--- src/design/bceq_pkg.sv ---
// Shared types, constants and key code decoder for the button change event queue.
package bceq_pkg;

  localparam int QUEUE_DEPTH_DEF  = 16;
  localparam int BUTTON_COUNT_DEF = 12;
  localparam int BTN_W            = 12;
  localparam int KEY_W            = 8;
  localparam int BTN_IDX_W        = 5;

  localparam logic OP_SAMPLE = 1'b0;
  localparam logic OP_POP    = 1'b1;

  typedef struct packed {
    logic             operation;
    logic [BTN_W-1:0] buttons;
  } bceq_in_t;

  typedef struct packed {
    logic             event_valid;
    logic             event_pressed;
    logic [KEY_W-1:0] event_key;
  } bceq_out_t;

  typedef struct packed {
    logic             pressed;
    logic [KEY_W-1:0] key;
  } bceq_entry_t;

  typedef enum logic [1:0] {
    ST_IDLE,
    ST_SCAN,
    ST_POP
  } bceq_state_t;

  typedef struct packed {
    logic take_sample;
    logic scan_step;
    logic take_pop;
    logic load_out;
  } bceq_cmd_t;

  typedef struct packed {
    logic scan_last;
    logic out_free;
  } bceq_sts_t;

  // Fixed key code per button position; positions past the table map to zero.
  function automatic logic [KEY_W-1:0] key_code(input logic [BTN_IDX_W-1:0] idx);
    logic [KEY_W-1:0] k;
    unique case (idx)
      5'd0:    k = 8'hAD;
      5'd1:    k = 8'hAF;
      5'd2:    k = 8'hAC;
      5'd3:    k = 8'hAE;
      5'd4:    k = 8'hA3;
      5'd5:    k = 8'hA2;
      5'd6:    k = 8'hB6;
      5'd7:    k = 8'h0D;
      5'd8:    k = 8'h78;
      5'd9:    k = 8'h79;
      5'd10:   k = 8'h7A;
      5'd11:   k = 8'h09;
      default: k = 8'h00;
    endcase
    return k;
  endfunction

endpackage

--- src/design/bceq_ctrl.sv ---
// Controller state machine: sequences sample scans and pops.
module bceq_ctrl (
  input  logic                clk,
  input  logic                rst_n,
  input  logic                in_valid,
  input  logic                in_operation,
  output logic                in_ready,
  input  bceq_pkg::bceq_sts_t sts,
  output bceq_pkg::bceq_cmd_t cmd
);

  bceq_pkg::bceq_state_t state_r;
  bceq_pkg::bceq_state_t state_nxt;

  always_ff @(posedge clk) begin
    if (!rst_n) begin
      state_r <= bceq_pkg::ST_IDLE;
    end else begin
      state_r <= state_nxt;
    end
  end

  always_comb begin
    state_nxt = state_r;
    unique case (state_r)
      bceq_pkg::ST_IDLE: begin
        if (in_valid) begin
          if (in_operation == bceq_pkg::OP_POP) begin
            state_nxt = bceq_pkg::ST_POP;
          end else begin
            state_nxt = bceq_pkg::ST_SCAN;
          end
        end
      end
      bceq_pkg::ST_SCAN: begin
        if (sts.scan_last) begin
          state_nxt = bceq_pkg::ST_IDLE;
        end
      end
      bceq_pkg::ST_POP: begin
        // hold until the output register can take the result
        if (sts.out_free) begin
          state_nxt = bceq_pkg::ST_IDLE;
        end
      end
      default: state_nxt = bceq_pkg::ST_IDLE;
    endcase
  end

  always_comb begin
    in_ready        = 1'b0;
    cmd.take_sample = 1'b0;
    cmd.take_pop    = 1'b0;
    cmd.scan_step   = 1'b0;
    cmd.load_out    = 1'b0;
    unique case (state_r)
      bceq_pkg::ST_IDLE: begin
        in_ready        = 1'b1;
        cmd.take_sample = in_valid && (in_operation == bceq_pkg::OP_SAMPLE);
        cmd.take_pop    = in_valid && (in_operation == bceq_pkg::OP_POP);
      end
      bceq_pkg::ST_SCAN: begin
        cmd.scan_step = 1'b1;
      end
      bceq_pkg::ST_POP: begin
        cmd.load_out = sts.out_free;
      end
      default: ;
    endcase
  end

endmodule

--- src/design/bceq_dp.sv ---
// Datapath: button history, change scan, event ring and output register.
module bceq_dp #(
  parameter int QUEUE_DEPTH  = bceq_pkg::QUEUE_DEPTH_DEF,
  parameter int BUTTON_COUNT = bceq_pkg::BUTTON_COUNT_DEF
) (
  input  logic                clk,
  input  logic                rst_n,
  input  bceq_pkg::bceq_in_t  in_data,
  input  bceq_pkg::bceq_cmd_t cmd,
  output bceq_pkg::bceq_sts_t sts,
  output logic                out_valid,
  input  logic                out_ready,
  output bceq_pkg::bceq_out_t out_data
);

  localparam int PTR_W = (QUEUE_DEPTH > 1) ? $clog2(QUEUE_DEPTH) : 1;
  localparam int CNT_W = (BUTTON_COUNT > 1) ? $clog2(BUTTON_COUNT) : 1;
  localparam int IDXW  = bceq_pkg::BTN_IDX_W;

  bceq_pkg::bceq_entry_t mem [QUEUE_DEPTH];
  bceq_pkg::bceq_entry_t rd_data_r;

  logic [BUTTON_COUNT-1:0] prev_r, prev_nxt;
  logic [BUTTON_COUNT-1:0] diff_r, diff_nxt;
  logic [CNT_W-1:0]        scan_idx_r, scan_idx_nxt;
  logic [PTR_W-1:0]        wr_ptr_r, wr_ptr_nxt;
  logic [PTR_W-1:0]        rd_ptr_r, rd_ptr_nxt;
  logic                    empty_r, empty_nxt;
  logic                    out_valid_r, out_valid_nxt;
  bceq_pkg::bceq_out_t     out_data_r, out_data_nxt;

  logic                    push;
  logic                    ring_empty;
  bceq_pkg::bceq_entry_t   wr_entry;

  assign ring_empty = (rd_ptr_r == wr_ptr_r);
  assign push       = cmd.scan_step && diff_r[scan_idx_r];

  assign wr_entry.pressed = prev_r[scan_idx_r];
  assign wr_entry.key     = bceq_pkg::key_code(IDXW'(scan_idx_r));

  assign sts.scan_last = (scan_idx_r == CNT_W'(BUTTON_COUNT - 1));
  assign sts.out_free  = !out_valid_r || out_ready;

  assign out_valid = out_valid_r;
  assign out_data  = out_data_r;

  always_comb begin
    prev_nxt     = prev_r;
    diff_nxt     = diff_r;
    scan_idx_nxt = scan_idx_r;
    wr_ptr_nxt   = wr_ptr_r;
    rd_ptr_nxt   = rd_ptr_r;
    empty_nxt    = empty_r;

    if (cmd.take_sample) begin
      prev_nxt     = BUTTON_COUNT'(in_data.buttons);
      diff_nxt     = BUTTON_COUNT'(in_data.buttons) ^ prev_r;
      scan_idx_nxt = '0;
    end

    if (cmd.scan_step) begin
      scan_idx_nxt = scan_idx_r + CNT_W'(1);
    end

    // advance with no full check: an overrun drops older events
    if (push) begin
      if (wr_ptr_r == PTR_W'(QUEUE_DEPTH - 1)) begin
        wr_ptr_nxt = '0;
      end else begin
        wr_ptr_nxt = wr_ptr_r + PTR_W'(1);
      end
    end

    if (cmd.take_pop) begin
      empty_nxt = ring_empty;
      if (!ring_empty) begin
        if (rd_ptr_r == PTR_W'(QUEUE_DEPTH - 1)) begin
          rd_ptr_nxt = '0;
        end else begin
          rd_ptr_nxt = rd_ptr_r + PTR_W'(1);
        end
      end
    end
  end

  always_comb begin
    out_valid_nxt = out_valid_r;
    out_data_nxt  = out_data_r;
    if (cmd.load_out) begin
      out_valid_nxt              = 1'b1;
      out_data_nxt.event_valid   = !empty_r;
      out_data_nxt.event_pressed = empty_r ? 1'b0 : rd_data_r.pressed;
      out_data_nxt.event_key     = empty_r ? '0 : rd_data_r.key;
    end else if (out_ready) begin
      // drop the result once its transfer completes
      out_valid_nxt = 1'b0;
    end
  end

  always_ff @(posedge clk) begin
    if (!rst_n) begin
      prev_r      <= '0;
      wr_ptr_r    <= '0;
      rd_ptr_r    <= '0;
      scan_idx_r  <= '0;
      out_valid_r <= 1'b0;
    end else begin
      prev_r      <= prev_nxt;
      wr_ptr_r    <= wr_ptr_nxt;
      rd_ptr_r    <= rd_ptr_nxt;
      scan_idx_r  <= scan_idx_nxt;
      out_valid_r <= out_valid_nxt;
    end
  end

  always_ff @(posedge clk) begin
    diff_r     <= diff_nxt;
    empty_r    <= empty_nxt;
    out_data_r <= out_data_nxt;
  end

  always_ff @(posedge clk) begin
    if (push) begin
      mem[wr_ptr_r] <= wr_entry;
    end
  end

  always_ff @(posedge clk) begin
    if (cmd.take_pop) begin
      rd_data_r <= mem[rd_ptr_r];
    end
  end

  a_empty_pop_holds_rd: assert property (@(posedge clk) disable iff (!rst_n)
    (cmd.take_pop && ring_empty) |=> $stable(rd_ptr_r))
    else $error("read pointer moved on a pop from an empty ring");

  a_wr_only_in_scan: assert property (@(posedge clk) disable iff (!rst_n)
    !cmd.scan_step |=> $stable(wr_ptr_r))
    else $error("write pointer moved outside a scan");

  a_empty_result_zero: assert property (@(posedge clk) disable iff (!rst_n)
    (out_valid_r && !out_data_r.event_valid) |->
      (out_data_r.event_pressed == 1'b0 && out_data_r.event_key == '0))
    else $error("empty-ring result carries a non-zero event");

  a_load_sets_result: assert property (@(posedge clk) disable iff (!rst_n)
    cmd.load_out |=> (out_valid_r && (out_data_r.event_valid == !$past(empty_r))))
    else $error("loaded result does not match the pop outcome");

endmodule

--- src/design/button_change_event_queue.sv ---
// Sample item: transfer cycle, then a scan of BUTTON_COUNT buttons, one button per cycle,
//   after which the next item is taken; no result.
// Pop item: the entry is read into the read register, then ST_POP loads the result
//   into the output register once it is free; the next item is taken after that load.
// Event ring is one write port and one registered read port of QUEUE_DEPTH entries.
// Reset (synchronous, rst_n low): pointers, button history, state and out_valid clear;
//   ring contents are not cleared and have no meaning until written.
module button_change_event_queue #(
  parameter int QUEUE_DEPTH  = bceq_pkg::QUEUE_DEPTH_DEF,
  parameter int BUTTON_COUNT = bceq_pkg::BUTTON_COUNT_DEF
) (
  input  logic                clk,
  input  logic                rst_n,
  input  logic                in_valid,
  output logic                in_ready,
  input  bceq_pkg::bceq_in_t  in_data,
  output logic                out_valid,
  input  logic                out_ready,
  output bceq_pkg::bceq_out_t out_data
);

  bceq_pkg::bceq_cmd_t cmd;
  bceq_pkg::bceq_sts_t sts;

  bceq_ctrl u_ctrl (
    .clk          (clk),
    .rst_n        (rst_n),
    .in_valid     (in_valid),
    .in_operation (in_data.operation),
    .in_ready     (in_ready),
    .sts          (sts),
    .cmd          (cmd)
  );

  bceq_dp #(
    .QUEUE_DEPTH  (QUEUE_DEPTH),
    .BUTTON_COUNT (BUTTON_COUNT)
  ) u_dp (
    .clk       (clk),
    .rst_n     (rst_n),
    .in_data   (in_data),
    .cmd       (cmd),
    .sts       (sts),
    .out_valid (out_valid),
    .out_ready (out_ready),
    .out_data  (out_data)
  );

endmodule
--- config.mk ---
export PLATFORM = sky130hd
export DESIGN_NAME = button_change_event_queue
export DESIGN_NICKNAME = d
export VERILOG_FILES = /design/src/design/bceq_pkg.sv /design/src/design/bceq_ctrl.sv /design/src/design/bceq_dp.sv /design/src/design/button_change_event_queue.sv
export SDC_FILE = /design/constraint.sdc
export NUM_CORES = 1
export LEC_CHECK = 0
export BUFFER_PORTS_ARGS = -buffer_cell sky130_fd_sc_hd__buf_2
export CAP_MARGIN = 20
export CORE_MARGIN = 1.5
export CORE_UTILIZATION = 55
export DETAILED_ROUTE_END_ITERATION = 6
export PLACE_DENSITY_LB_ADDON = 0.08
export SYNTH_ARGS = -nofsm -noshare
export SYNTH_HDL_FRONTEND = slang
export SYNTH_SLANG_ARGS = --single-unit
export TNS_END_PERCENT = 100
--- constraint.sdc ---
create_clock -name clk -period 2.25 [get_ports clk]
set_input_delay 0.45 -clock clk [delete_from_list [all_inputs] [get_ports clk]]
set_output_delay 0.45 -clock clk [all_outputs]
set_load 0.02 [all_outputs]
==> results of run 1 <==
## area by class of cell
type                            instances  area, um^2
Sequential cell                       211        5990
Multi-Input combinational cell        279        2560
Timing Repair Buffer                   77         589
Clock buffer                           30         579
Tap cell                              211         264
Clock inverter                          7        85.1
Inverter                                6        32.5
Fill cell                            1089        5160
## power groups by stage
| stage | clock, mW | sequential [mW] | combinational, mW |
|---|---|---|---|
| floorplan | 0 | 4.41 | 0.227 |
| global placement | 0 | 4.40 | 0.368 |
| detailed placement | 0 | 4.40 | 0.375 |
| CTS | 3.43 | 4.32 | 0.377 |
| global route | 3.59 | 4.33 | 0.424 |
| finish | 3.35 | 4.32 | 0.385 |
## critical path, cell delays in order, from the launching register on
cell and delay [ns]:
dfxtp_4 0.37, buf_6 0.12, mux4_2 0.51, and3_1 0.21
a31o_4 0.24, nand2_2 0.09, buf_4 0.13, nor2_1 0.05
buf_6 0.16
## registers in the layout, indices dropped and copies added, names as in the netlist
name and cells:
u_dp.empty_r 1, u_dp.diff_r 12, u_dp.mem 144, u_dp.prev_r 12, u_dp.out_data 10, u_ctrl.state_r 2, u_dp.wr_ptr_r 4, u_dp.scan_idx_r 4
u_dp.out_valid 1, u_dp.wr_entry 8, u_dp.rd_data_r 9, u_dp.rd_ptr_r 4
## cell usage in the layout, fill, tap and decap left out, types with 7 or more instances in the layout
cell type	instances
a21boi_0	14
dfxtp_1	33
ha_1	8
mux4_2	40
buf_4	39
nor2_1	14
mux2i_1	15
nand3_1	8
buf_2	28
nor2b_1	24
xor2_1	13
nand2_1	41
a21oi_1	16
a211oi_1	9
edfxtp_1	176
clkbuf_16	21
clkbuf_1	7
## stage by stage
step           setup TNS [ns]  total power, mW  instances  utilization  setup slack [ns]
2_1_floorplan               0             4.63        528            -          0.000554
3_5_place_dp            -8.37             4.78        784        0.610            -0.226
6_report                    0             8.06        821        0.662             0.124
5_1_grt                     0             8.34        821        0.662            0.0339
4_1_cts               -0.0796             8.13        821        0.655           -0.0123
3_3_place_gp            -5.08             4.77        784        0.610            -0.207
## per-layer routing
layer	up-vias	part of all wire	wire length, um	GRT usage
met2	105	0.48	7780	0.343
met5	-	0	0	0
met1	2303	0.45	7300	0.298
met3	30	0.045	723	0.0274
met4	0	0.024	395	0.0621
li1	2161	-	-	-
## worst max-delay path by stage
stage / from / endpoint / depth (start not counted) / slack, ns
4_1_cts: u_dp.scan_idx_r[1]$_SDFFE_PN0N_ / u_dp.mem[11][4]$_DFFE_PP_ / 5 / -0.01
3_5_place_dp: u_dp.scan_idx_r[1]$_SDFFE_PN0N_ / u_dp.mem[7][5]$_DFFE_PP_ / 5 / -0.23
2_1_floorplan: u_dp.scan_idx_r[0]$_SDFFE_PN0N_ / u_dp.mem[15][0]$_DFFE_PP_ / 7 / 0.0006
5_1_grt: u_dp.scan_idx_r[0]$_SDFFE_PN0N_ / u_dp.mem[5][6]$_DFFE_PP_ / 8 / 0.03
3_3_place_gp: u_dp.scan_idx_r[1]$_SDFFE_PN0N_ / u_dp.mem[7][5]$_DFFE_PP_ / 5 / -0.21
6_report: u_dp.scan_idx_r[0]$_SDFFE_PN0N_ / u_dp.mem[4][6]$_DFFE_PP_ / 8 / 0.12
## kinds of logic after synthesis
kind of cell               share of synthesized area
AOI/OAI and AO/OA                             0.0502
muxes                                          0.123
buffers and inverters                         0.0226
adders and majority gates                     0.0142
xor gates and xnor gates                      0.0182
DFF                                            0.693
and+or+nand+nor                               0.0788
## repair_timing
item,in CTS,in global routing
endpoints found under the setup margin,97,135
buffers inserted,0,2
resized for setup,9,19
pin swaps,0,2
==> run metrics, run 1 <==
fin area=10,100 um^2; CTS tree=built; synthesized netlist net count=554; Die Y=128 um; Vias=4,599; Setup crit start kind=register; vias in the first global route=4,692; post-DP HPWL=10,800 um; post-layout min period=2.13 ns; WHS Path Cells=3; initial core utilization=0.566; most frequent cell after synthesis=edfxtp_1; H-tree Lvls=1; RSZ-0062 raised after global routing=false; switching power share of the total=0.197; Horiz. Die Dim=128 um; clk_lat worst skew=0.48 ns; Row Count=45; Bufs on Longest Clock Path=3; leakage power=3.32 nW; drt first pass iters=4; drt total wl=16,200 um; GRT Resource Usage Total=0.209; CP Class=register to register; reg-to-reg startpoint=u_dp.scan_idx_r[0]$_SDFFE_PN0N_; Crit. End Element=register; register area share after synthesis=0.693; # hold bufs at CTS=0; I/O pins=29; sw power=1.59 mW; pin count of the biggest net entering global routing=41; Hold Crit Start=in_data[3]; cell area after synthesis=8640 um^2; share of cells above drive strength 1=0.289; Max-Cap Viols=0; nets@finish=622; Clk pwr share=0.416; Hold Vio Cnt, Final=0; Port Buf Inserts=28; status=completed; Routed WL per cell=19.7 um; final worst-path cycle share=0.945; arrival time worst endpoint=2.37 ns; Clock Skew=0.00724 ns; Die ar.=16,500 um^2; FF-to-FF setup slack=0.12 ns; synthesis-stage register bit count=211; CP required=2.49 ns; vias per inst=5.60; Syn Area/Cell=16.4 um^2; Yosys top cell by area=edfxtp_1; Max Slew Vio Count=0; ant diodes=0; HP Class=input pin to register; Post-Syn Instances=528; Area contributors post-synth=edfxtp_1 (61%), mux4_2 (10%), dfxtp_1 (8.1%); crit-path max FO=9; Achievable Freq=470 MHz; Area after DPL=9310 um^2; CTS buffer count=21; Power Density=798 nW/um^2; DRC Markers=0; P_int=6.47 mW; Core Box Area=15,300 um^2; ys async rst share=0; initial drt markers=359; R2R cell count=8; Slew @ Worst Pin=0.699 ns; synth warn=0; count of final setup violators=0; Root Driver=clkbuf_16; terminus of the critical flop-to-flop path=u_dp.mem[4][6]$_DFFE_PP_; DRT antenna net count=0; GP Congestion=0.815; Synth top area share=0.612; total grt overflow=0; Fin Hold WS=0.228 ns; first-pass GRT wire length=25,800 um; Distinct cells, synth=53; clk slew on worst S/H paths=0.06 ns; Area growth syn-to-layout=16.9%; most instantiated cells after synthesis=edfxtp_1 (176), nand2_1 (45), mux4_2 (40); Clock Sinks=211; Seq pwr share=0.536; hold endpoint=u_dp.prev_r[3]$_SDFFE_PN0P_; Synth Flop Type=edfxtp_1; initial antenna violation count=0; Post-synth EDFFs=176; Gate power share=0.048; Worst VDD drop=0.523 mV; Slew HR=0.533
No activity file was read; power rests on OpenSTA's default activity.
==> run 2: changes to the inputs <==
==> constraint.sdc (replaced) <==
create_clock -name clk -period 1.8 [get_ports clk]
set_input_delay 0.36 -clock clk [delete_from_list [all_inputs] [get_ports clk]]
set_output_delay 0.36 -clock clk [all_outputs]
set_load 0.02 [all_outputs]
==> run metrics, run 2 (synthesis results as in run 1) <==
GRT Resource Usage Total=0.219 (+0.0106); CTS buffer count=21 (unchanged); Worst VDD drop=0.888 mV (+70%); Area after DPL=9820 um^2 (+5.4%); Horiz. Die Dim=128 um (unchanged); Die ar.=16,500 um^2 (unchanged); count of final setup violators=158 (+158); GP Congestion=0.819 (+0.47%); worst slack, placed=-0.401 ns (-0.175 ns); Largest Register=u_dp.mem; H-tree Lvls=1 (unchanged); final core utilization=0.706 (+0.0440); post-layout min period=2.04 ns (-0.0845 ns); largest registers=u_dp.mem x144, u_dp.diff_r x12, u_dp.prev_r x12; ant diodes=0 (unchanged); clk_lat worst skew=0.49 ns (about the same); nets@finish=646 (+3.9%); Slew HR=0.517 (-0.0161); final setup TNS=-26.42 ns (-26.42 ns); fin area=10,800 um^2 (+6.7%); CP Class=register to register; Die Y=128 um (unchanged); Setup crit start kind=register; Slew @ Worst Pin=0.723 ns (+0.0241 ns); HP Class=input pin to register; Achievable Freq=490 MHz (+4.1%); initial core utilization=0.566 (unchanged); Core Box Area=15,300 um^2 (unchanged); reg-to-reg startpoint=u_dp.scan_idx_r[0]$_SDFFE_PN0N_; share of cells above drive strength 1=0.383 (+0.0948); most common cell after layout, fill and taps aside=edfxtp_1; Power Density=954 nW/um^2 (+20%); # hold bufs at CTS=0 (unchanged); Area growth syn-to-layout=24.6%; Max-Cap Viols=0 (unchanged); Hold Vio Cnt, Final=0 (unchanged); first-pass GRT wire length=26,700 um (+3.4%); Critical Path Source=u_dp.scan_idx_r[0]$_SDFFE_PN0N_; initial drt markers=263 (-27%); Port Buf Inserts=28 (unchanged); RSZ-0062 raised after global routing=true; post-DP HPWL=11,300 um (+5.0%); leakage power=3.53 nW (+6.3%); vias per inst=5.55 (-0.98%); Bufs on Longest Clock Path=3 (unchanged); Clock Sinks=211 (unchanged); commonest non-fill, non-tap cells in the layout=edfxtp_1 (176), buf_4 (47), nand2_1 (40), mux4_2 (40), dfxtp_1 (30); CTS tree=built; min setup slack post-route=-0.242 ns (-0.366 ns); crit-path max FO=9 (unchanged); Crit. End Element=register; status=finished with violations; Finished Layout Cells=845 (+2.9%); clk slew on worst S/H paths=0.06 ns (about the same); Final Total Pwr=10.3 mW (+27%); I/O pins=29 (unchanged); placed insts=802 (+2.3%); Root Driver=clkbuf_16; drt total wl=17,400 um (+7.6%); total grt overflow=0 (unchanged); CP required=2.05 ns (-0.44 ns); violated checks=negative setup slack; DRC Markers=0 (unchanged); Hold Crit Start=in_data[8]; Clock Skew=0.00954 ns (+0.00231 ns); Vias=4,687 (+1.9%); max reg flops=144 (unchanged); drt first pass iters=5 (+1); arrival time worst endpoint=2.29 ns (-0.08 ns); Routed WL per cell=20.6 um (+4.5%); vias in the first global route=4,813 (+2.6%); final worst-path cycle share=1.13 (+0.189); Fin Hold WS=0.140 ns (-0.0884 ns); Max Slew Vio Count=0 (unchanged); DRT antenna net count=0 (unchanged); Layout fillers=992 (-8.9%); initial antenna violation count=0 (unchanged); pin count of the biggest net entering global routing=41 (unchanged); Row Count=45 (unchanged)
==> run 2: cell count changes in the layout (fill, tap and decap cells not counted), moves of 7 or more <==
cell      delta
nor2_4      +10
a211oi_1     -9
buf_4        +8
a211oi_2     +7
==> run 2: report_power, final <==
group | leakage [nW] | switching (mW) | internal [mW]
Combinational | 1.35 | 0.290 | 0.272
Sequential | 1.85 | 0.0594 | 5.35
Clock | 0.332 | 1.70 | 2.60
==> run 2: final timing paths <==
kind,to,slack [ns],depth (start not counted)
max,u_dp.mem[3][6]$_DFFE_PP_,-0.24,7
min,u_dp.prev_r[8]$_SDFFE_PN0P_,0.14,3
max reg2reg,u_dp.mem[3][6]$_DFFE_PP_,-0.24,7
min reg2reg,u_dp.out_valid$_SDFFE_PN0P_,0.49,2
==> run 2: area by class of cell <==
type                            count  area, um^2  area share
Clock buffer                       25         551      0.0511
Tap cell                          211         264      0.0245
Sequential cell                   211        6000       0.557
Timing Repair Buffer              100         932      0.0865
Inverter                            6        32.5     0.00302
Multi-Input combinational cell    280        2860       0.266
Clock inverter                     12         131      0.0122
==> run 2: what timing repair did <==
action | 4_1_cts | 5_1_grt
setup buffers | 6 | 6
endpoints found under the setup margin | 180 | 187
gates cloned | 1 | 4
gates resized for setup | 39 | 15
pin swaps | 19 | 11
==> run 2: critical path, stage by stage (launching register included) <==
cell     delay (ns)
dfxtp_4        0.40
mux4_2         0.52
and3_4         0.20
a31o_4         0.24
buf_6          0.13
nand2_8        0.12
nor3_4         0.06
buf_12         0.14
==> run 2: routing by layer <==
| metal | global-route usage | routed length (um) | share of wire | up-vias |
|---|---|---|---|---|
| met4 | 0.0482 | 289 | 0.017 | 0 |
| li1 | - | - | - | 2206 |
| met5 | 0 | 0 | 0 | - |
| met1 | 0.297 | 7640 | 0.44 | 2357 |
| met3 | 0.0333 | 640 | 0.037 | 23 |
| met2 | 0.383 | 8850 | 0.51 | 101 |
